File: config.mk
export PLATFORM = sky130hd
export DESIGN_NAME = ssas_controller
export DESIGN_NICKNAME = d
export VERILOG_FILES = /design/src/hw/rtl/ssas_pkg.sv /design/src/hw/rtl/ssas_controller.sv
export VERILOG_INCLUDE_DIRS = /design/src /design/src/hw/rtl
export SDC_FILE = /design/constraint.sdc
export NUM_CORES = 1
export LEC_CHECK = 0
export ABC_AREA = 1
export BUFFER_PORTS_ARGS = -buffer_cell sky130_fd_sc_hd__buf_4
export CAP_MARGIN = 20
export CORE_MARGIN = 4
export CORE_UTILIZATION = 53
export CTS_CLUSTER_DIAMETER = 100
export DETAILED_ROUTE_END_ITERATION = 16
export PLACE_DENSITY = 0.82
export SYNTH_ARGS = -nofsm -noshare
export SYNTH_HDL_FRONTEND = slang
export SYNTH_SLANG_ARGS = --single-unit
File: constraint.sdc
create_clock -name clk -period 4.2 [get_ports clk]
set_clock_uncertainty 0.05 [all_clocks]
set_input_delay 0.84 -clock clk [delete_from_list [all_inputs] [get_ports clk]]
set_output_delay 0.84 -clock clk [all_outputs]
set_load 0.005 [all_outputs]
File: src/hw/rtl/segmentation_softmax_accuracy_stats_assert.svh
// ---------------------------------------------------------------------------
// Assertion macros
// Shared concurrent assertion forms for the segmentation statistics block.
// ---------------------------------------------------------------------------
`ifndef SEGMENTATION_SOFTMAX_ACCURACY_STATS_ASSERT_SVH
`define SEGMENTATION_SOFTMAX_ACCURACY_STATS_ASSERT_SVH

// The consequent must hold in the cycle after the antecedent.
`define SSAS_ASSERT_NEXT(lbl, clk, rstn, ante, cons) \
    lbl: assert property (@(posedge clk) disable iff (!rstn) (ante) |=> (cons)) \
        else $error("ssas: next-cycle check failed");

// The consequent must hold in the same cycle as the antecedent.
`define SSAS_ASSERT_NOW(lbl, clk, rstn, ante, cons) \
    lbl: assert property (@(posedge clk) disable iff (!rstn) (ante) |-> (cons)) \
        else $error("ssas: same-cycle check failed");

`endif

File: src/hw/rtl/ssas_pkg.sv
// ---------------------------------------------------------------------------
// ssas_pkg
// Types, constants and tables for the segmentation statistics block.
// ---------------------------------------------------------------------------
package ssas_pkg;

    localparam int SCORE_W    = 16;
    localparam int INT_W      = 16;
    localparam int LABEL_W    = 4;
    localparam int MAP_W      = 64;
    localparam int CCOUNT_W   = 4;
    localparam int SUM_W      = 36;
    localparam int REC_CNT_W  = 20;
    localparam int MEAN_W     = 16;
    localparam int PROB_W     = 17;
    localparam int EXP_W      = 17;
    localparam int ESUM_W     = 20;
    localparam int T_W        = 18;
    localparam int CFG_IDX_W  = 2;
    localparam int CFG_DATA_W = 64;
    localparam int NUM_SCORES = 8;

    localparam logic [14:0] LOG2E_Q14 = 15'd23637;
    localparam logic [3:0]  CCOUNT_RESET = 4'd8;

    localparam logic CMD_PIXEL  = 1'b0;
    localparam logic CMD_FINISH = 1'b1;

    typedef enum logic [CFG_IDX_W-1:0] {
        CFG_THRESHOLD   = 2'd0,
        CFG_CLASS_COUNT = 2'd1,
        CFG_LABEL_MAP   = 2'd2
    } cfg_reg_t;

    typedef struct packed {
        logic                      command;
        logic signed [INT_W-1:0]   pixel_intensity;
        logic [LABEL_W-1:0]        label_type;
        logic signed [SCORE_W-1:0] class_score_0;
        logic signed [SCORE_W-1:0] class_score_1;
        logic signed [SCORE_W-1:0] class_score_2;
        logic signed [SCORE_W-1:0] class_score_3;
        logic signed [SCORE_W-1:0] class_score_4;
        logic signed [SCORE_W-1:0] class_score_5;
        logic signed [SCORE_W-1:0] class_score_6;
        logic signed [SCORE_W-1:0] class_score_7;
    } in_item_t;

    typedef struct packed {
        logic                 is_overall;
        logic [2:0]           class_index;
        logic [REC_CNT_W-1:0] total_pixels;
        logic [REC_CNT_W-1:0] passed_pixels;
        logic [REC_CNT_W-1:0] truth_count;
        logic [REC_CNT_W-1:0] predicted_count;
        logic [REC_CNT_W-1:0] correct_count;
        logic [MEAN_W-1:0]    mean_probability;
        logic                 last;
    } out_item_t;

    typedef struct packed {
        logic load_item;
        logic arg_step;
        logic exp_start;
        logic exp_mul;
        logic exp_acc;
        logic pix_div_load;
        logic rec_div_load;
        logic commit;
        logic out_load;
        logic rec_next;
        logic clear_stats;
    } ctrl_cmd_t;

    typedef struct packed {
        logic in_finish;
        logic in_below;
        logic idx_last;
        logic rec_last;
        logic div_done;
    } dp_status_t;

    // 2^(-j/16) in Q1.16.
    function automatic logic [EXP_W-1:0] exp2_entry(input logic [4:0] j);
        logic [EXP_W-1:0] v;
        case (j)
            5'd0:    v = 17'd65536;
            5'd1:    v = 17'd62757;
            5'd2:    v = 17'd60097;
            5'd3:    v = 17'd57549;
            5'd4:    v = 17'd55109;
            5'd5:    v = 17'd52773;
            5'd6:    v = 17'd50535;
            5'd7:    v = 17'd48393;
            5'd8:    v = 17'd46341;
            5'd9:    v = 17'd44376;
            5'd10:   v = 17'd42495;
            5'd11:   v = 17'd40693;
            5'd12:   v = 17'd38968;
            5'd13:   v = 17'd37316;
            5'd14:   v = 17'd35734;
            5'd15:   v = 17'd34219;
            5'd16:   v = 17'd32768;
            default: v = 17'd0;
        endcase
        return v;
    endfunction

endpackage

File: src/hw/rtl/ssas_controller.sv
// ---------------------------------------------------------------------------
// ssas_controller
// Sequencer for pixel scoring and record emission.
// ---------------------------------------------------------------------------
`include "segmentation_softmax_accuracy_stats_assert.svh"

module ssas_controller
    import ssas_pkg::*;
(
    input  logic       clk,
    input  logic       rst_n,
    input  logic       in_valid,
    output logic       in_ready,
    output logic       out_valid,
    input  logic       out_ready,
    input  dp_status_t st,
    output ctrl_cmd_t  cmd
);

    typedef enum logic [9:0] {
        S_IDLE  = 10'b0000000001,
        S_ARG   = 10'b0000000010,
        S_EXPM  = 10'b0000000100,
        S_EXPA  = 10'b0000001000,
        S_PLOAD = 10'b0000010000,
        S_PDIV  = 10'b0000100000,
        S_COMMT = 10'b0001000000,
        S_RLOAD = 10'b0010000000,
        S_RDIV  = 10'b0100000000,
        S_EMIT  = 10'b1000000000
    } state_t;

    state_t state_reg;
    state_t state_next;

    always_ff @(posedge clk or negedge rst_n)
    begin
        if (!rst_n)
        begin
            state_reg <= S_IDLE;
        end
        else
        begin
            state_reg <= state_next;
        end
    end

    always_comb
    begin
        state_next = state_reg;
        cmd        = '0;
        in_ready   = 1'b0;
        out_valid  = 1'b0;
        case (state_reg)
            S_IDLE:
            begin
                in_ready = 1'b1;
                if (in_valid)
                begin
                    cmd.load_item = 1'b1;
                    if (st.in_finish)
                    begin
                        state_next = S_RLOAD;
                    end
                    else if (!st.in_below)
                    begin
                        state_next = S_ARG;
                    end
                end
            end
            S_ARG:
            begin
                cmd.arg_step = 1'b1;
                if (st.idx_last)
                begin
                    cmd.exp_start = 1'b1;
                    state_next    = S_EXPM;
                end
            end
            S_EXPM:
            begin
                cmd.exp_mul = 1'b1;
                state_next  = S_EXPA;
            end
            S_EXPA:
            begin
                cmd.exp_acc = 1'b1;
                state_next  = st.idx_last ? S_PLOAD : S_EXPM;
            end
            S_PLOAD:
            begin
                cmd.pix_div_load = 1'b1;
                state_next       = S_PDIV;
            end
            S_PDIV:
            begin
                if (st.div_done)
                begin
                    state_next = S_COMMT;
                end
            end
            S_COMMT:
            begin
                cmd.commit = 1'b1;
                state_next = S_IDLE;
            end
            S_RLOAD:
            begin
                cmd.rec_div_load = 1'b1;
                state_next       = S_RDIV;
            end
            S_RDIV:
            begin
                if (st.div_done)
                begin
                    cmd.out_load = 1'b1;
                    state_next   = S_EMIT;
                end
            end
            S_EMIT:
            begin
                out_valid = 1'b1;
                if (out_ready)
                begin
                    if (st.rec_last)
                    begin
                        cmd.clear_stats = 1'b1;
                        state_next      = S_IDLE;
                    end
                    else
                    begin
                        cmd.rec_next = 1'b1;
                        state_next   = S_RLOAD;
                    end
                end
            end
            default:
            begin
                state_next = S_IDLE;
            end
        endcase
    end

    `SSAS_ASSERT_NEXT(a_pdiv_to_commit, clk, rst_n, (state_reg == S_PDIV) && st.div_done, state_reg == S_COMMT)
    `SSAS_ASSERT_NEXT(a_emit_holds, clk, rst_n, (state_reg == S_EMIT) && !out_ready, out_valid)
    `SSAS_ASSERT_NEXT(a_last_ends_run, clk, rst_n, out_valid && out_ready && st.rec_last, in_ready)
    `SSAS_ASSERT_NOW(a_no_overlap, clk, rst_n, in_ready, !out_valid)

endmodule

* Yosys cells after proc, flatten, opt, wreduce, memory -nomap -nowiden *
Cells that the tools add are included.

storage, ports and cells
  word-level logic and storage cells = 45
  bits of input ports = 9
  output and inout port bits = 13
  bits in registers = 10

operators by class
  reductions and logical operators = 1
  mux-type cells = 27
  eq/ne operators = 16

operator list
  cell                                                                     number
  10-bit one-hot mux with 9 select lines                                   1
  10-bit two-way mux                                                       7
  1-bit two-way mux                                                        14
  10-bit by 1-bit equality test with 1-bit output (second input constant)  1
  10-bit equality test (second input constant)                             1
  10-bit by 2-bit equality test with 1-bit output (second input constant)  1
  10-bit by 3-bit equality test with 1-bit output (second input constant)  1
  10-bit by 4-bit equality test with 1-bit output (second input constant)  1
  10-bit by 5-bit equality test with 1-bit output (second input constant)  1
  10-bit by 6-bit equality test with 1-bit output (second input constant)  1
  10-bit by 7-bit equality test with 1-bit output (second input constant)  1
  10-bit by 8-bit equality test with 1-bit output (second input constant)  1
  10-bit by 9-bit equality test with 1-bit output (second input constant)  1
  2-bit inequality test (second input constant)                            5
  8-bit two-way mux                                                        1
  2-bit two-way mux                                                        3
  6-bit AND reduction                                                      1
  5-bit two-way mux                                                        1
  3-bit inequality test (second input constant)                            1

* Logic depth before layout (Yosys ltp) *
  word-level depth = 4
  mapped depth = 12

* Worst setup path before layout *
OpenSTA, ideal clock, no wires.

  kind = input to output
  from = in st[1] in the netlist's numbering
  to = out cmd[1] in the netlist's numbering
  stages on the path = 2
  arrival = 1.170 ns
  required time = 3.310 ns
  path slack = 2.140 ns
  path through = or2_1 > nor2_1

RTL lines
  item         RTL line               text
  from (decl)  ssas_controller.sv:16  input dp_status_t st,
  to (decl)    ssas_controller.sv:17  output ctrl_cmd_t cmd

==> impl_metrics.py <==
metrics = {
    "final_layout": {
        "final_layout_size_suffix_gt1_frac": 0.353,
        "mostFrequentLayoutCell": "inv_1",
        "area_growth_pct": 27.0,
        "largest_register_ffs": 10,
        "fill_cells": 105,
        "multiInputGateArea_sq_um": 389,
        "fin_nets": 146,
        "diodes": 0,
        "regArea_sq_um": 251,
        "most-common-layout-cells": "inv_1, nand2_1, buf_4, nor2_1, dfrtp_1",
    },
    "global_routing": {
        "grt_start_max_net_pins": 11,
        "first_global_vias": 686,
        "antenna_found_initial": 0,
        "grtUsageTotal": 0.190,
        "grt_overflow_total": 0,
        "grt_pass1_wl_um": 2870,
    },
    "floorplan": {
        "ios": 22,
        "die_area_sq_mm": 0.00208,
        "start_util": 0.570,
        "chipWidth_um": 45.6,
        "die_h_um": 45.6,
        "core_sq_mm": 0.00132,
        "rows": 13,
    },
    "setup_path": {
        "cp_cell_sequence": "nor2_2 > nand2_2 > nor2_4 > nand2_1 > or2_1 > nor2_1 > buf_4",
        "crit_type": "flip-flop to primary output",
        "worst_setup_path_end_kind": "primary output",
        "crit_path_top_delay_cell": "dfrtp_1",
        "start_kind": "flip-flop",
        "critical_path_peak_fanout": 4,
        "max_stage_delay_ps": 420,
        "arrival_ps": 1650,
        "cp.required_ps": 3310,
    },
    "detailed_routing": {
        "drtIter0Drc": 16,
        "drtAntennaViolNets": 0,
        "avgViaCountPerCell": 4.87,
        "dr.pass1.iters": 4,
        "vias": 735,
        "totalWireLength_um": 1650,
        "drc": 0,
        "wl_per_cell_um": 10.9,
    },
    "flow_run": {
        "cap_violations": 0,
    },
    "cts": {
        "hold_buffers": 0,
        "cts_buffer_depth": 2,
        "clk_latency_ps": 260,
        "cts-root-buf": "clkbuf_4",
        "clkSlewWorstSetupHoldPaths_ps": 70,
        "cts_buffers": 3,
        "cts_sinks": 10,
        "cts_tree": "done",
        "cts_max_level": 1,
        "cts_setup_buffers": 0,
        "cts_resized": 0,
    },
    "power_and_ir_drop": {
        "p_leak_nw": 0.607,
        "power.density_mw_per_mm2": 583,
        "irDropWorstVdd_uv": 388,
        "power.total_mw": 0.556,
    },
    "timing": {
        "fin_crit_ps": 2540,
        "hold_viol": 0,
        "rsz0062_at_grt": "false",
        "tns_ps": 0,
        "setup_viol": 0,
        "tightest_slew_ps": 241,
        "relSlewSlack": 0.838,
        "min_period_over_period": 0.604,
        "finalMaxSlewViolations": 0,
        "max_clock_freq_mhz": 394,
    },
    "synth": {
        "syn_avg_cell_area_sq_um": 6.76,
        "synthMuxAreaShare": 0,
        "synthTopCellsByArea": "dfrtp_1, inv_1, nand2_1",
        "synth_warnings": 0,
        "netlist_instances": 111,
        "synth_fa_ha_area_frac": 0,
        "synth_top_area_frac": 0.300,
        "synth_top_area_cell": "dfrtp_1",
        "synth-compound-area-share": 0.0333,
        "synth_cell_type_count": 20,
        "yosys.area_share.xor_xnor": 0,
        "synth_top_family_by_area": "simple AND/OR/NAND/NOR gates",
        "synthSimpleGateAreaFrac": 0.485,
        "ys_seq_area_frac": 0.335,
        "ys_ff_latch": 10,
        "synth_nets": 120,
        "syn_area_sq_um": 751,
    },
    "placement": {
        "port_buffers": 21,
        "dpl.hpwl_um": 1320,
        "place.gp.congestion": 0.865,
    },
    "worst_hold_path": {
        "hold_path_class": "input port to async pin",
    },
    "outcome": {
        "status": "completed",
    },
}
==> stage by stage <==
stage	util	worst slack, ps	instances	hold WS, ps	area [sq um]
global placement	0.704	1930	147	517	927
detailed placement	0.704	1920	147	529	927
floorplan	-	2140	111	494	751
finish	0.724	1660	151	336	953
CTS	0.724	1650	151	346	953
global route	0.724	1530	151	344	953
==> worst max-delay path: cells and delay by family (launching register included) <==
| family | cells | cell delay, ps |
|---|---|---|
| buffers and inverters | 1 | 110 |
| flip-flops | 1 | 420 |
| AND/OR/NAND/NOR | 6 | 860 |
==> layer usage <==
metal	wire length, um	global-route usage
met1	741	0.243
met2	792	0.320
met3	104	0.0158
met4	14	0.0877
met5	0	0
==> final cells by class <==
| type | instances | share of cell area |
|---|---|---|
| flip-flops and latches | 10 | 0.264 |
| clock buffers | 4 | 0.0276 |
| inverters | 28 | 0.115 |
| multi-input cells | 73 | 0.408 |
| repair buffers | 21 | 0.165 |
| well taps | 15 | 0.0197 |
==> final timing paths <==
path                                    from      endpoint  slack (ps)  depth (start not counted)
worst max-delay path            state_reg[7]        cmd[1]        1660                          7
worst min-delay path                   rst_n  state_reg[7]         340                          1
worst max register to register  state_reg[8]  state_reg[0]        2710                         10
worst min register to register  state_reg[4]  state_reg[6]         540                          3
max in group asynchronous              rst_n  state_reg[0]        3540                          1
min in group clk                state_reg[4]  state_reg[6]         540                          3
==> logic make-up (layout without fill, tap and decap cells) <==
kind of cell / count (synthesis) / in the layout
AND/OR/NAND/NOR: 68 / 68
buffers and inverters: 28 / 53
flip-flops: 10 / 10
AO/OA/AOI/OAI: 5 / 5
==> Yosys cell counts <==
| master | number |
|---|---|
| inv_1 | 25 |
| nand2_1 | 23 |
| nor2_1 | 17 |
| dfrtp_1 | 9 |
| nand2_2 | 6 |
| nor2_2 | 5 |
| nor2_4 | 5 |
| nand3_1 | 4 |
| a21oi_1 | 2 |
| inv_2 | 2 |
| nand2_4 | 2 |
| nand3_2 | 2 |
| o21ai_1 | 2 |
| dfstp_2 | 1 |
| inv_6 | 1 |
| nand3b_1 | 1 |
| nand4_1 | 1 |
| nor4_1 | 1 |
| o21ai_0 | 1 |
| or2_1 | 1 |
==> where the power goes <==
group	total, mW	switching [mW]	internal (mW)	leakage [nW]
registers	0.144	0.0230	0.121	0.135
logic	0.344	0.211	0.133	0.458
clock network	0.0685	0.0319	0.0367	0.0150
Power figures use the tool's default switching activity.
