--- config.mk ---
export PLATFORM = sky130hd
export DESIGN_NAME = ssas_datapath
export DESIGN_NICKNAME = d
export VERILOG_FILES = /design/src/hw/rtl/segmentation_softmax_accuracy_stats_assert.svh /design/src/hw/rtl/ssas_pkg.sv /design/src/hw/rtl/ssas_datapath.sv
export SDC_FILE = /design/constraint.sdc
export NUM_CORES = 2
export LEC_CHECK = 0
export ABC_AREA = 1
export BUFFER_PORTS_ARGS = -buffer_cell sky130_fd_sc_hd__buf_2
export CORE_ASPECT_RATIO = 0.75
export CORE_MARGIN = 3
export CORE_UTILIZATION = 38
export DETAILED_ROUTE_END_ITERATION = 16
export SYNTH_ARGS = -nofsm -noshare
export SYNTH_HDL_FRONTEND = slang
export SYNTH_SLANG_ARGS = --single-unit
--- constraint.sdc ---
create_clock -name clk -period 8.4 [get_ports clk]
set_clock_uncertainty 0.2 [all_clocks]
set_input_delay 0.84 -clock clk [delete_from_list [all_inputs] [get_ports clk]]
set_output_delay 0.84 -clock clk [all_outputs]
set_load 0.02 [all_outputs]
--- src/hw/rtl/segmentation_softmax_accuracy_stats_assert.svh ---
// ---------------------------------------------------------------------------
// Assertion macros
// Shared concurrent assertion forms for the segmentation statistics block.
// ---------------------------------------------------------------------------
`ifndef SEGMENTATION_SOFTMAX_ACCURACY_STATS_ASSERT_SVH
`define SEGMENTATION_SOFTMAX_ACCURACY_STATS_ASSERT_SVH

// The consequent must hold in the cycle after the antecedent.
`define SSAS_ASSERT_NEXT(lbl, clk, rstn, ante, cons) \
    lbl: assert property (@(posedge clk) disable iff (!rstn) (ante) |=> (cons)) \
        else $error("ssas: next-cycle check failed");

// The consequent must hold in the same cycle as the antecedent.
`define SSAS_ASSERT_NOW(lbl, clk, rstn, ante, cons) \
    lbl: assert property (@(posedge clk) disable iff (!rstn) (ante) |-> (cons)) \
        else $error("ssas: same-cycle check failed");

`endif

--- src/hw/rtl/ssas_pkg.sv ---
// ---------------------------------------------------------------------------
// ssas_pkg
// Types, constants and tables for the segmentation statistics block.
// ---------------------------------------------------------------------------
package ssas_pkg;

    localparam int SCORE_W    = 16;
    localparam int INT_W      = 16;
    localparam int LABEL_W    = 4;
    localparam int MAP_W      = 64;
    localparam int CCOUNT_W   = 4;
    localparam int SUM_W      = 36;
    localparam int REC_CNT_W  = 20;
    localparam int MEAN_W     = 16;
    localparam int PROB_W     = 17;
    localparam int EXP_W      = 17;
    localparam int ESUM_W     = 20;
    localparam int T_W        = 18;
    localparam int CFG_IDX_W  = 2;
    localparam int CFG_DATA_W = 64;
    localparam int NUM_SCORES = 8;

    localparam logic [14:0] LOG2E_Q14 = 15'd23637;
    localparam logic [3:0]  CCOUNT_RESET = 4'd8;

    localparam logic CMD_PIXEL  = 1'b0;
    localparam logic CMD_FINISH = 1'b1;

    typedef enum logic [CFG_IDX_W-1:0] {
        CFG_THRESHOLD   = 2'd0,
        CFG_CLASS_COUNT = 2'd1,
        CFG_LABEL_MAP   = 2'd2
    } cfg_reg_t;

    typedef struct packed {
        logic                      command;
        logic signed [INT_W-1:0]   pixel_intensity;
        logic [LABEL_W-1:0]        label_type;
        logic signed [SCORE_W-1:0] class_score_0;
        logic signed [SCORE_W-1:0] class_score_1;
        logic signed [SCORE_W-1:0] class_score_2;
        logic signed [SCORE_W-1:0] class_score_3;
        logic signed [SCORE_W-1:0] class_score_4;
        logic signed [SCORE_W-1:0] class_score_5;
        logic signed [SCORE_W-1:0] class_score_6;
        logic signed [SCORE_W-1:0] class_score_7;
    } in_item_t;

    typedef struct packed {
        logic                 is_overall;
        logic [2:0]           class_index;
        logic [REC_CNT_W-1:0] total_pixels;
        logic [REC_CNT_W-1:0] passed_pixels;
        logic [REC_CNT_W-1:0] truth_count;
        logic [REC_CNT_W-1:0] predicted_count;
        logic [REC_CNT_W-1:0] correct_count;
        logic [MEAN_W-1:0]    mean_probability;
        logic                 last;
    } out_item_t;

    typedef struct packed {
        logic load_item;
        logic arg_step;
        logic exp_start;
        logic exp_mul;
        logic exp_acc;
        logic pix_div_load;
        logic rec_div_load;
        logic commit;
        logic out_load;
        logic rec_next;
        logic clear_stats;
    } ctrl_cmd_t;

    typedef struct packed {
        logic in_finish;
        logic in_below;
        logic idx_last;
        logic rec_last;
        logic div_done;
    } dp_status_t;

    // 2^(-j/16) in Q1.16.
    function automatic logic [EXP_W-1:0] exp2_entry(input logic [4:0] j);
        logic [EXP_W-1:0] v;
        case (j)
            5'd0:    v = 17'd65536;
            5'd1:    v = 17'd62757;
            5'd2:    v = 17'd60097;
            5'd3:    v = 17'd57549;
            5'd4:    v = 17'd55109;
            5'd5:    v = 17'd52773;
            5'd6:    v = 17'd50535;
            5'd7:    v = 17'd48393;
            5'd8:    v = 17'd46341;
            5'd9:    v = 17'd44376;
            5'd10:   v = 17'd42495;
            5'd11:   v = 17'd40693;
            5'd12:   v = 17'd38968;
            5'd13:   v = 17'd37316;
            5'd14:   v = 17'd35734;
            5'd15:   v = 17'd34219;
            5'd16:   v = 17'd32768;
            default: v = 17'd0;
        endcase
        return v;
    endfunction

endpackage

--- src/hw/rtl/ssas_datapath.sv ---
// ---------------------------------------------------------------------------
// ssas_datapath
// Configuration, argmax, table exp, shared divider and statistics store.
// ---------------------------------------------------------------------------
module ssas_datapath
    import ssas_pkg::*;
#(
    parameter int MAX_CLASSES = 8,
    parameter int COUNT_BITS  = 20
)
(
    input  logic                  clk,
    input  logic                  rst_n,
    input  logic                  cfg_we,
    input  logic [CFG_IDX_W-1:0]  cfg_index,
    input  logic [CFG_DATA_W-1:0] cfg_data,
    input  in_item_t              in_item,
    input  ctrl_cmd_t             cmd,
    output dp_status_t            st,
    output out_item_t             out_item
);

    localparam int CW    = (MAX_CLASSES > 1) ? $clog2(MAX_CLASSES) : 1;
    localparam int IW    = $clog2(MAX_CLASSES + 1);
    localparam int DIV_W = (COUNT_BITS > ESUM_W) ? COUNT_BITS : ESUM_W;
    localparam int DCW   = $clog2(SUM_W + 1);
    localparam logic [CCOUNT_W-1:0] MAX_C = CCOUNT_W'(MAX_CLASSES);

    function automatic logic [REC_CNT_W-1:0] to_rec(input logic [COUNT_BITS-1:0] v);
        logic [63:0] w;
        w = 64'(v);
        return w[REC_CNT_W-1:0];
    endfunction

    function automatic logic [COUNT_BITS-1:0] sat_inc(input logic [COUNT_BITS-1:0] v);
        return (&v) ? v : v + COUNT_BITS'(1);
    endfunction

    function automatic logic [SUM_W-1:0] sat_add(input logic [SUM_W-1:0] s,
                                                 input logic [PROB_W-1:0] p);
        logic [SUM_W:0] r;
        r = {1'b0, s} + (SUM_W + 1)'(p);
        return r[SUM_W] ? {SUM_W{1'b1}} : r[SUM_W-1:0];
    endfunction

    // Configuration registers.
    logic signed [INT_W-1:0] thr_reg;
    logic [CCOUNT_W-1:0]     ccount_reg;
    logic [MAP_W-1:0]        map_reg;

    always_ff @(posedge clk or negedge rst_n)
    begin
        if (!rst_n)
        begin
            thr_reg    <= '0;
            ccount_reg <= CCOUNT_RESET;
            map_reg    <= '0;
        end
        else if (cfg_we)
        begin
            case (cfg_index)
                CFG_THRESHOLD:   thr_reg    <= cfg_data[INT_W-1:0];
                CFG_CLASS_COUNT: ccount_reg <= cfg_data[CCOUNT_W-1:0];
                CFG_LABEL_MAP:   map_reg    <= cfg_data;
                default:         thr_reg    <= thr_reg;
            endcase
        end
    end

    logic [IW-1:0] n_use;

    always_comb
    begin
        if (ccount_reg < CCOUNT_W'(2))
        begin
            n_use = IW'(2);
        end
        else if (ccount_reg > MAX_C)
        begin
            n_use = IW'(MAX_CLASSES);
        end
        else
        begin
            n_use = IW'(ccount_reg);
        end
    end

    // Item capture and truth mapping.
    logic signed [SCORE_W-1:0] all_sc [NUM_SCORES];
    logic [3:0]                map_entry;
    logic [CW-1:0]             truth_in;

    always_comb
    begin
        all_sc[0] = in_item.class_score_0;
        all_sc[1] = in_item.class_score_1;
        all_sc[2] = in_item.class_score_2;
        all_sc[3] = in_item.class_score_3;
        all_sc[4] = in_item.class_score_4;
        all_sc[5] = in_item.class_score_5;
        all_sc[6] = in_item.class_score_6;
        all_sc[7] = in_item.class_score_7;
        map_entry = map_reg[{in_item.label_type, 2'b00} +: 4];
        truth_in  = ({1'b0, map_entry} >= 5'(n_use)) ? '0 : map_entry[CW-1:0];
    end

    logic signed [SCORE_W-1:0] sc_reg [MAX_CLASSES];
    logic [CW-1:0]             truth_reg;
    logic [CW-1:0]             pred_reg;
    logic signed [SCORE_W-1:0] best_reg;
    logic [IW-1:0]             idx_reg;
    logic [T_W-1:0]            t_reg;
    logic [ESUM_W-1:0]         esum_reg;
    logic [EXP_W-1:0]          et_reg;

    logic [IW-1:0]             idx_m1;
    logic [CW-1:0]             idx_c;
    logic signed [SCORE_W-1:0] cur_sc;
    logic [SCORE_W:0]          score_gap;
    logic [31:0]               prod;

    assign idx_m1    = idx_reg - IW'(1);
    assign idx_c     = idx_reg[CW-1:0];
    assign cur_sc    = sc_reg[idx_c];
    assign score_gap = {best_reg[SCORE_W-1], best_reg} - {cur_sc[SCORE_W-1], cur_sc};
    assign prod      = 32'(score_gap) * 32'(LOG2E_Q14);

    // Table exp of the registered exponent.
    logic [9:0]       t_int;
    logic [3:0]       t_j;
    logic [3:0]       t_r;
    logic [EXP_W-1:0] tab_a;
    logic [EXP_W-1:0] tab_b;
    logic [EXP_W-1:0] tab_d;
    logic [EXP_W+3:0] tab_dr;
    logic [EXP_W-1:0] base;
    logic [EXP_W-1:0] e_val;

    always_comb
    begin
        t_int  = t_reg[T_W-1:8];
        t_j    = t_reg[7:4];
        t_r    = t_reg[3:0];
        tab_a  = exp2_entry({1'b0, t_j});
        tab_b  = exp2_entry(5'(t_j) + 5'd1);
        tab_d  = tab_a - tab_b;
        tab_dr = (EXP_W + 4)'(tab_d) * (EXP_W + 4)'(t_r);
        base   = tab_a - tab_dr[EXP_W+3:4];
        e_val  = (t_int >= 10'd17) ? '0 : base >> t_int[4:0];
    end

    always_ff @(posedge clk or negedge rst_n)
    begin
        if (!rst_n)
        begin
            idx_reg <= '0;
        end
        else if (cmd.load_item)
        begin
            idx_reg <= (in_item.command == CMD_FINISH) ? IW'(0) : IW'(1);
        end
        else if (cmd.exp_start)
        begin
            idx_reg <= '0;
        end
        else if (cmd.arg_step || cmd.exp_acc || cmd.rec_next)
        begin
            idx_reg <= idx_reg + IW'(1);
        end
    end

    always_ff @(posedge clk)
    begin
        if (cmd.load_item)
        begin
            for (int c = 0; c < MAX_CLASSES; c++)
            begin
                sc_reg[c] <= all_sc[c];
            end
            truth_reg <= truth_in;
            best_reg  <= in_item.class_score_0;
            pred_reg  <= '0;
        end
        else if (cmd.arg_step && (cur_sc > best_reg))
        begin
            best_reg <= cur_sc;
            pred_reg <= idx_c;
        end
        if (cmd.exp_mul)
        begin
            t_reg <= prod[31:14];
        end
        if (cmd.exp_start)
        begin
            esum_reg <= '0;
            et_reg   <= '0;
        end
        else if (cmd.exp_acc)
        begin
            esum_reg <= esum_reg + ESUM_W'(e_val);
            if (idx_c == truth_reg)
            begin
                et_reg <= e_val;
            end
        end
    end

    // Statistics store.
    logic [COUNT_BITS-1:0] total_reg;
    logic [COUNT_BITS-1:0] passed_reg;
    logic [COUNT_BITS-1:0] ocorrect_reg;
    logic [SUM_W-1:0]      osum_reg;
    logic [COUNT_BITS-1:0] ctruth_reg   [MAX_CLASSES];
    logic [COUNT_BITS-1:0] cpred_reg    [MAX_CLASSES];
    logic [COUNT_BITS-1:0] ccorrect_reg [MAX_CLASSES];
    logic [SUM_W-1:0]      csum_reg     [MAX_CLASSES];

    logic [SUM_W-1:0] dq_reg;
    logic [PROB_W-1:0] prob;
    logic              hit;

    assign prob = dq_reg[PROB_W-1:0];
    assign hit  = (pred_reg == truth_reg);

    always_ff @(posedge clk or negedge rst_n)
    begin
        if (!rst_n)
        begin
            total_reg    <= '0;
            passed_reg   <= '0;
            ocorrect_reg <= '0;
            osum_reg     <= '0;
            for (int c = 0; c < MAX_CLASSES; c++)
            begin
                ctruth_reg[c]   <= '0;
                cpred_reg[c]    <= '0;
                ccorrect_reg[c] <= '0;
                csum_reg[c]     <= '0;
            end
        end
        else if (cmd.clear_stats)
        begin
            total_reg    <= '0;
            passed_reg   <= '0;
            ocorrect_reg <= '0;
            osum_reg     <= '0;
            for (int c = 0; c < MAX_CLASSES; c++)
            begin
                ctruth_reg[c]   <= '0;
                cpred_reg[c]    <= '0;
                ccorrect_reg[c] <= '0;
                csum_reg[c]     <= '0;
            end
        end
        else if (cmd.load_item && (in_item.command == CMD_PIXEL))
        begin
            total_reg <= sat_inc(total_reg);
        end
        else if (cmd.commit)
        begin
            passed_reg <= sat_inc(passed_reg);
            osum_reg   <= sat_add(osum_reg, prob);
            if (hit)
            begin
                ocorrect_reg <= sat_inc(ocorrect_reg);
            end
            for (int c = 0; c < MAX_CLASSES; c++)
            begin
                if (CW'(c) == truth_reg)
                begin
                    ctruth_reg[c] <= sat_inc(ctruth_reg[c]);
                    csum_reg[c]   <= sat_add(csum_reg[c], prob);
                    if (hit)
                    begin
                        ccorrect_reg[c] <= sat_inc(ccorrect_reg[c]);
                    end
                end
                if (CW'(c) == pred_reg)
                begin
                    cpred_reg[c] <= sat_inc(cpred_reg[c]);
                end
            end
        end
    end

    // Record selection.
    logic [CW-1:0]         rec_c;
    logic                  rec_ovr;
    logic [COUNT_BITS-1:0] rec_cnt;
    logic [SUM_W-1:0]      rec_sum;

    assign rec_c   = idx_m1[CW-1:0];
    assign rec_ovr = (idx_reg == '0);
    assign rec_cnt = rec_ovr ? passed_reg : ctruth_reg[rec_c];
    assign rec_sum = rec_ovr ? osum_reg : csum_reg[rec_c];

    // Restoring divider, one quotient bit per cycle.
    logic [DIV_W-1:0] rem_reg;
    logic [DIV_W-1:0] den_reg;
    logic [DCW-1:0]   dcnt_reg;
    logic [DIV_W:0]   rem_sh;
    logic             q_bit;

    assign rem_sh = {rem_reg, dq_reg[SUM_W-1]};
    assign q_bit  = (rem_sh >= {1'b0, den_reg});

    always_ff @(posedge clk or negedge rst_n)
    begin
        if (!rst_n)
        begin
            dcnt_reg <= '0;
        end
        else if (cmd.pix_div_load || cmd.rec_div_load)
        begin
            dcnt_reg <= DCW'(SUM_W);
        end
        else if (dcnt_reg != '0)
        begin
            dcnt_reg <= dcnt_reg - DCW'(1);
        end
    end

    always_ff @(posedge clk)
    begin
        if (cmd.pix_div_load)
        begin
            rem_reg <= '0;
            den_reg <= DIV_W'(esum_reg);
            dq_reg  <= SUM_W'({et_reg, 16'h0000});
        end
        else if (cmd.rec_div_load)
        begin
            rem_reg <= '0;
            den_reg <= DIV_W'(rec_cnt);
            dq_reg  <= rec_sum;
        end
        else if (dcnt_reg != '0)
        begin
            rem_reg <= q_bit ? DIV_W'(rem_sh - {1'b0, den_reg}) : rem_sh[DIV_W-1:0];
            dq_reg  <= {dq_reg[SUM_W-2:0], q_bit};
        end
    end

    // Output record register.
    logic [MEAN_W-1:0] mean;

    always_comb
    begin
        if (rec_cnt == '0)
        begin
            mean = '0;
        end
        else if (|dq_reg[SUM_W-1:MEAN_W])
        begin
            mean = {MEAN_W{1'b1}};
        end
        else
        begin
            mean = dq_reg[MEAN_W-1:0];
        end
    end

    always_ff @(posedge clk)
    begin
        if (cmd.out_load)
        begin
            out_item.is_overall       <= rec_ovr;
            out_item.class_index      <= rec_ovr ? 3'd0 : 3'(rec_c);
            out_item.total_pixels     <= rec_ovr ? to_rec(total_reg) : '0;
            out_item.passed_pixels    <= rec_ovr ? to_rec(passed_reg) : '0;
            out_item.truth_count      <= to_rec(rec_cnt);
            out_item.predicted_count  <= rec_ovr ? to_rec(passed_reg)
                                                 : to_rec(cpred_reg[rec_c]);
            out_item.correct_count    <= rec_ovr ? to_rec(ocorrect_reg)
                                                 : to_rec(ccorrect_reg[rec_c]);
            out_item.mean_probability <= mean;
            out_item.last             <= (idx_reg == n_use);
        end
    end

    assign st.in_finish = (in_item.command == CMD_FINISH);
    assign st.in_below  = (in_item.pixel_intensity < thr_reg);
    assign st.idx_last  = (idx_reg == (n_use - IW'(1)));
    assign st.rec_last  = (idx_reg == n_use);
    assign st.div_done  = (dcnt_reg == '0);

endmodule

* Word level (Yosys, flattened, before mapping)
Memory sizes are Yosys's and may differ from the RTL's. A register that Yosys moved wholly into a read port is not among the register bits. Cells that the tools add are included.
Storage, ports and cells: word-level logic and storage cells 414, output and inout port bits 126, memories kept 3, bits in read-only memories 816, input bits 229, memory bits (writable) 128, bits in registers 1232
Operators by class: reduce and logical (&&, ||, !) cells 106, $add $sub $neg 46, shift operators 2, eq/ne operators 48, bitwise operators 2, mux-type cells 137, multiply operators 2, $lt $le $gt $ge 8
Memories:
- (name not given) | depth 32, width 17, rd ports 1, clocked after memory_dff 0, wr ports 0, line ssas_pkg.sv:86 | case (j)
- (name not given) | depth 16, width 17, rd ports 1, clocked after memory_dff 1, wr ports 0, line ssas_pkg.sv:86
- sc_reg | depth 8, width 16, rd ports 1, clocked after memory_dff 0, wr ports 8, line ssas_datapath.sv:107 | logic signed [SCORE_W-1:0] sc_reg [MAX_CLASSES];
Operator list (number):
- $mux W20 | 80
- $mux W160 | 9
- $mux W36 | 25
- $mux W288 | 3
- $add A20 B1 Y20 const B | 27
- $reduce_and A20 Y1 | 27
- $add A36 B17 Y37 | 9
- $bmux W20 S3 | 3
- $bmux W36 S3 | 1
- $reduce_and A4 Y1 | 17
- $shiftx A64 B7 Y4 | 1
- $ne A2 B2 Y1 const B | 28
- $mux W16 | 3
- $reduce_bool A2 Y1 | 23
- $reduce_and A5 Y1 | 8
- $sub A17 B17 Y17 | 2
- $mux W33 | 1
- $mul A17 B15 Y32 const B | 1
- $reduce_and A3 Y1 | 9
- $eq A3 B3 Y1 const A | 8
- $mux W4 | 6
- $ge A21 B20 Y1 | 1
- $mul A17 B4 Y21 | 1
- $add A20 B17 Y20 | 1
- other kinds (38) | 57

* Logic depth before layout (Yosys ltp)
depth in word-level cells 8, mapped depth 67

* Worst setup path after synthesis
OpenSTA, ideal clock, no wires.
kind flip-flop to flip-flop, from register t_reg[5], to register esum_reg[12], period minus slack after synthesis 9.291 ns, arrival 9.035 ns, library setup time 0.056 ns, path buffers 2, data required time 8.144 ns, stages on the path, launching flop included 64, path slack -0.891 ns, path through edfxtp_1 > ha_1 > ha_1 > clkbuf_1 > clkbuf_1 > a21oi_1 > inv_1 > o211ai_1 > fa_1 > nand3_1 > nand2_1 > a21oi_1 > o21bai_1 > nand3_1 > nand2_1 > nand2_1 > nand2_1 > a21oi_1 > [28 not listed] > nand2_1 > nand2_1 > inv_1 > ha_1 > inv_1 > fa_1 > inv_1 > nand3_1 > nand3_1 > a21boi_0 > o21ai_0 > a21boi_0 > o21bai_1 > nand2_1 > a21o_1 > nand3_1 > nand2_1 > inv_1
On the way: longest elaborated chain between the ends 8
RTL lines:
- start, declared | line ssas_datapath.sv:112 | logic [T_W-1:0] t_reg;
- start signal, assigned | line ssas_datapath.sv:191 | t_reg <= prod[31:14];
- $add A4 B1 Y5 | line ssas_datapath.sv:145 | tab_b = exp2_entry(5'(t_j) + 5'd1);
- $mem_v2 Z32 W17
- $sub A17 B17 Y17 | line ssas_datapath.sv:146 | tab_d = tab_a - tab_b;
- $mul A17 B4 Y21 | line ssas_datapath.sv:147 | tab_dr = (EXP_W + 4)'(tab_d) * (EXP_W + 4)'(t_r);
- $sub A17 B17 Y17 | line ssas_datapath.sv:148 | base = tab_a - tab_dr[EXP_W+3:4];
- $shr A17 B5 Y17 | line ssas_datapath.sv:149 | e_val = (t_int >= 10'd17) ? '0 : base >> t_int[4:0];
- $mux W17 | line ssas_datapath.sv:149
- via e_val[0] | line ssas_datapath.sv:137 | logic [EXP_W-1:0] e_val;
- $add A20 B17 Y20 | line ssas_datapath.sv:200 | esum_reg <= esum_reg + ESUM_W'(e_val);
- end signal, assigned | line ssas_datapath.sv:200
- end, declared | line ssas_datapath.sv:113 | logic [ESUM_W-1:0] esum_reg;
The timed path passes the listed nets, and every way through them passes these cells. A chain may end at the register's enable or synchronous reset.

* Worst setup path in the final report
from register t_reg[4], to register esum_reg[12]
Same word-level chain as after synthesis.

==> impl_metrics.env <==
export IMPL_outcome="complete, but fails checks"
export IMPL_failed_checks="setup timing"
export IMPL_finalWirelength_um=330500
export IMPL_min_delay_worst_endpoint="map_reg[52]"
export IMPL_ctsLongestPathBuffers=4
export IMPL_synth_top_cell_by_area="dfrtp_1"
export IMPL_timing_rr_end="esum_reg[12]"
export IMPL_clk_pin_slew_ps=60
export IMPL_ff2ff_setup_slack_ps=-570
export IMPL_highest_layer="met5"
export IMPL_fp_dieArea_mm2=0.2535
export IMPL_avgSynthCellArea_um2=7.628
export IMPL_syn_nets=13140
export IMPL_core_area_mm2=0.2452
export IMPL_wl_met1_um=159500
export IMPL_port_buffers=354
export IMPL_area_growth_pct=18.23
export IMPL_yosysUniqueCellTypes=83
export IMPL_grt_overflow_total=0
export IMPL_fill_cells=24500
export IMPL_crit_required_ps=8970
export IMPL_ios=355
export IMPL_setup_slack_ps=-569.0
export IMPL_vias=89930
export IMPL_reg2reg_depth=61
export IMPL_drc=0
export IMPL_cp_start_kind="flip-flop"
export IMPL_ant_nets=0
export IMPL_rsz0062_at_grt="yes"
export IMPL_synthCells=12330
export IMPL_dp_cells=15930
export IMPL_critical_path_class="reg2reg"
export IMPL_dpl_cell_area_mm2=0.1017
export IMPL_synth_edf_count=323
export IMPL_fin_crit_sh=1.068
export IMPL_maxSlewViolCount=0
export IMPL_via_per_inst=5.451
export IMPL_reg2reg_from="t_reg[4]"
export IMPL_yosys_warnings=0
export IMPL_rows=157
export IMPL_dr_first_iter_drc_count=9370
export IMPL_holdWs_ps=69.55
export IMPL_end_kind="flip-flop"
export IMPL_start_util=0.3835
export IMPL_grt_first_pass_wirelength_um=504400
export IMPL_wl_per_cell_um=20.04
export IMPL_cts_sinks=1377
export IMPL_period_minus_slack_ps=8969
export IMPL_maxSlewHeadroom=0.2275
export IMPL_die_y_um=436.8
export IMPL_grt_antenna_before_repair=28
export IMPL_critPathArrivalTime_ps=9540
export IMPL_worstMarginPinSlew_ps=1158
export IMPL_cp_common_cell="inv_2"
export IMPL_dp_hpwl_um=243000
export IMPL_hp_start="cfg_data[52]"
export IMPL_ys_async_sr_fraction=0.6957
export IMPL_fin_nets=13910
export IMPL_fin_area_mm2=0.1112
export IMPL_final_instance_count_excl_fill=16500
export IMPL_grt_pass1_vias=83070
export IMPL_ys_seq_elements=1377
export IMPL_largest_register_ffs=288
export IMPL_cts_tree="built"
export IMPL_wl_met3_um=28650
export IMPL_syn_area_mm2=0.09402
export IMPL_grt_use_total=0.2513
export IMPL_drt_first_pass_iters=7
export IMPL_routed_wl_met2_um=133300
export IMPL_htree_num_levels=4
export IMPL_gp_congestion=0.9673
export IMPL_insertion_delay_ps=850
export IMPL_die_x_um=580.4
export IMPL_grt_max_degree=173
export IMPL_seq_area_frac_synth=0.3786
export IMPL_synth_ff_type="dfrtp_1"
export IMPL_drive_gt1_frac=0.1253
export IMPL_timing_hold_violations_final=0
export IMPL_crit_family="adder cells"
export IMPL_synth_top_cells_by_area="dfrtp_1 25%, edfxtp_1 10%, nand2_1 9.1%, o21ai_0 7.7%, ha_1 6.2%"
export IMPL_synth_top_area_share=0.2547
export IMPL_critPathBufInv=15
export IMPL_hp_class="in2reg"
export IMPL_cap_violations=0
export IMPL_cp_max_fo=6
export IMPL_worst_path_max_delay_cell="fa_1"
export IMPL_slowest_delay_ps=550
export IMPL_max_freq_mhz=111.5
export IMPL_cts_buffers=163
export IMPL_min_path_cells=3
export IMPL_cts_root_buf="clkbuf_16"
export IMPL_setup_viol=17
synth_stat cells (12+ instances only):
cell and n:
nand2_1 2291, inv_1 1456, o21ai_0 1454, a21oi_1 1036, nor2_1 987, dfrtp_1 957, nand3_1 605, ha_1 466
xor2_1 370, nor3_1 366, edfxtp_1 323, clkbuf_1 301, nand4_1 204, o31ai_1 152, nor4_1 121, fa_1 117
xnor2_1 100, dfxtp_1 96, buf_2 85, o22ai_1 72, o211ai_1 61, a31oi_1 49, buf_1 46, nor3b_1 44
a21o_1 39, mux2_2 35, or2_2 33, a211oi_1 31, nor2_2 29, o221ai_1 29, a311o_1 28, inv_2 27
o21a_1 24, nand2_2 21, o21bai_1 21, mux2i_1 15, nor3_2 15, nand3b_1 14, o21ai_1 13, a221oi_1 12
how the worst max path moves through the flow:
stage                         from      endpoint  slack, ps  cells past startpoint
final                     t_reg[4]  esum_reg[12]       -570                     61
after detailed placement  t_reg[4]  esum_reg[12]      -1000                     61
after global placement    t_reg[4]  esum_reg[12]       -950                     63
after CTS                 t_reg[4]  esum_reg[12]       -640                     63
after global routing      t_reg[4]  esum_reg[12]      -1230                     66
after floorplan           t_reg[5]  esum_reg[12]       -200                     65
metal layers:
metal | global-route usage | vias up
met2 | 0.3520 | 3378
met4 | 0.06626 | 10
li1 | - | 43440
met1 | 0.3883 | 42640
met3 | 0.04890 | 464
met5 | 0 | -
logic make-up after synthesis:
kind of cell | synth area share
flops | 0.3786
xor+xnor | 0.04407
mux | 0.005789
fa+ha+maj | 0.08692
simple gates | 0.2221
compound gates | 0.1825
buf+inv | 0.08002
cell usage in the layout, fill, tap and decap left out, drive strengths merged, types with 163 or more instances in the layout:
master	instances
nor3	384
inv	1494
xor2	370
nand3	612
o21ai	1473
nand4	205
dfrtp	957
dlygate4sd3	163
nor2	1026
nand2	2314
buf	892
clkbuf	206
a21oi	1047
ha	466
edfxtp	323
repair_timing:
action                                  4_1_cts  5_1_grt
cloned                                        1        2
resized for setup                            89      272
setup buffers                                55       53
pin swaps                                    71      116
hold buffers                                163        0
endpoints found under the setup margin       35       55
hold endpoints to repair                    226        0
per-stage QoR:
stage,TNS (ps),util,worst slack [ps]
2_1_floorplan,-814.6,-,-199.0
6_report,-6710,0.4534,-569.0
3_5_place_dp,-13490,0.4149,-1004
4_1_cts,-8762,0.4471,-639.7
3_3_place_gp,-11750,0.4149,-949.7
5_1_grt,-23300,0.4534,-1234
tightest hold or removal path, stage by stage:
cell     delay, ps
buf_2           70
nor2_1          30
a21oi_1        100
layout make-up:
type	instances	area, um^2	area share
Antenna cell	21	52.55	0.0004727
Timing Repair Buffer	1056	7853	0.07064
Clock inverter	82	1010	0.009083
Clock buffer	205	4473	0.04024
Inverter	1496	5657	0.05089
Tap cell	3259	4078	0.03668
Sequential cell	1377	35600	0.3203
Multi-Input combinational cell	9001	52440	0.4717
Power is not shown: default switching activity piles up to over one toggle a cycle in this logic, so the estimate is an artifact.
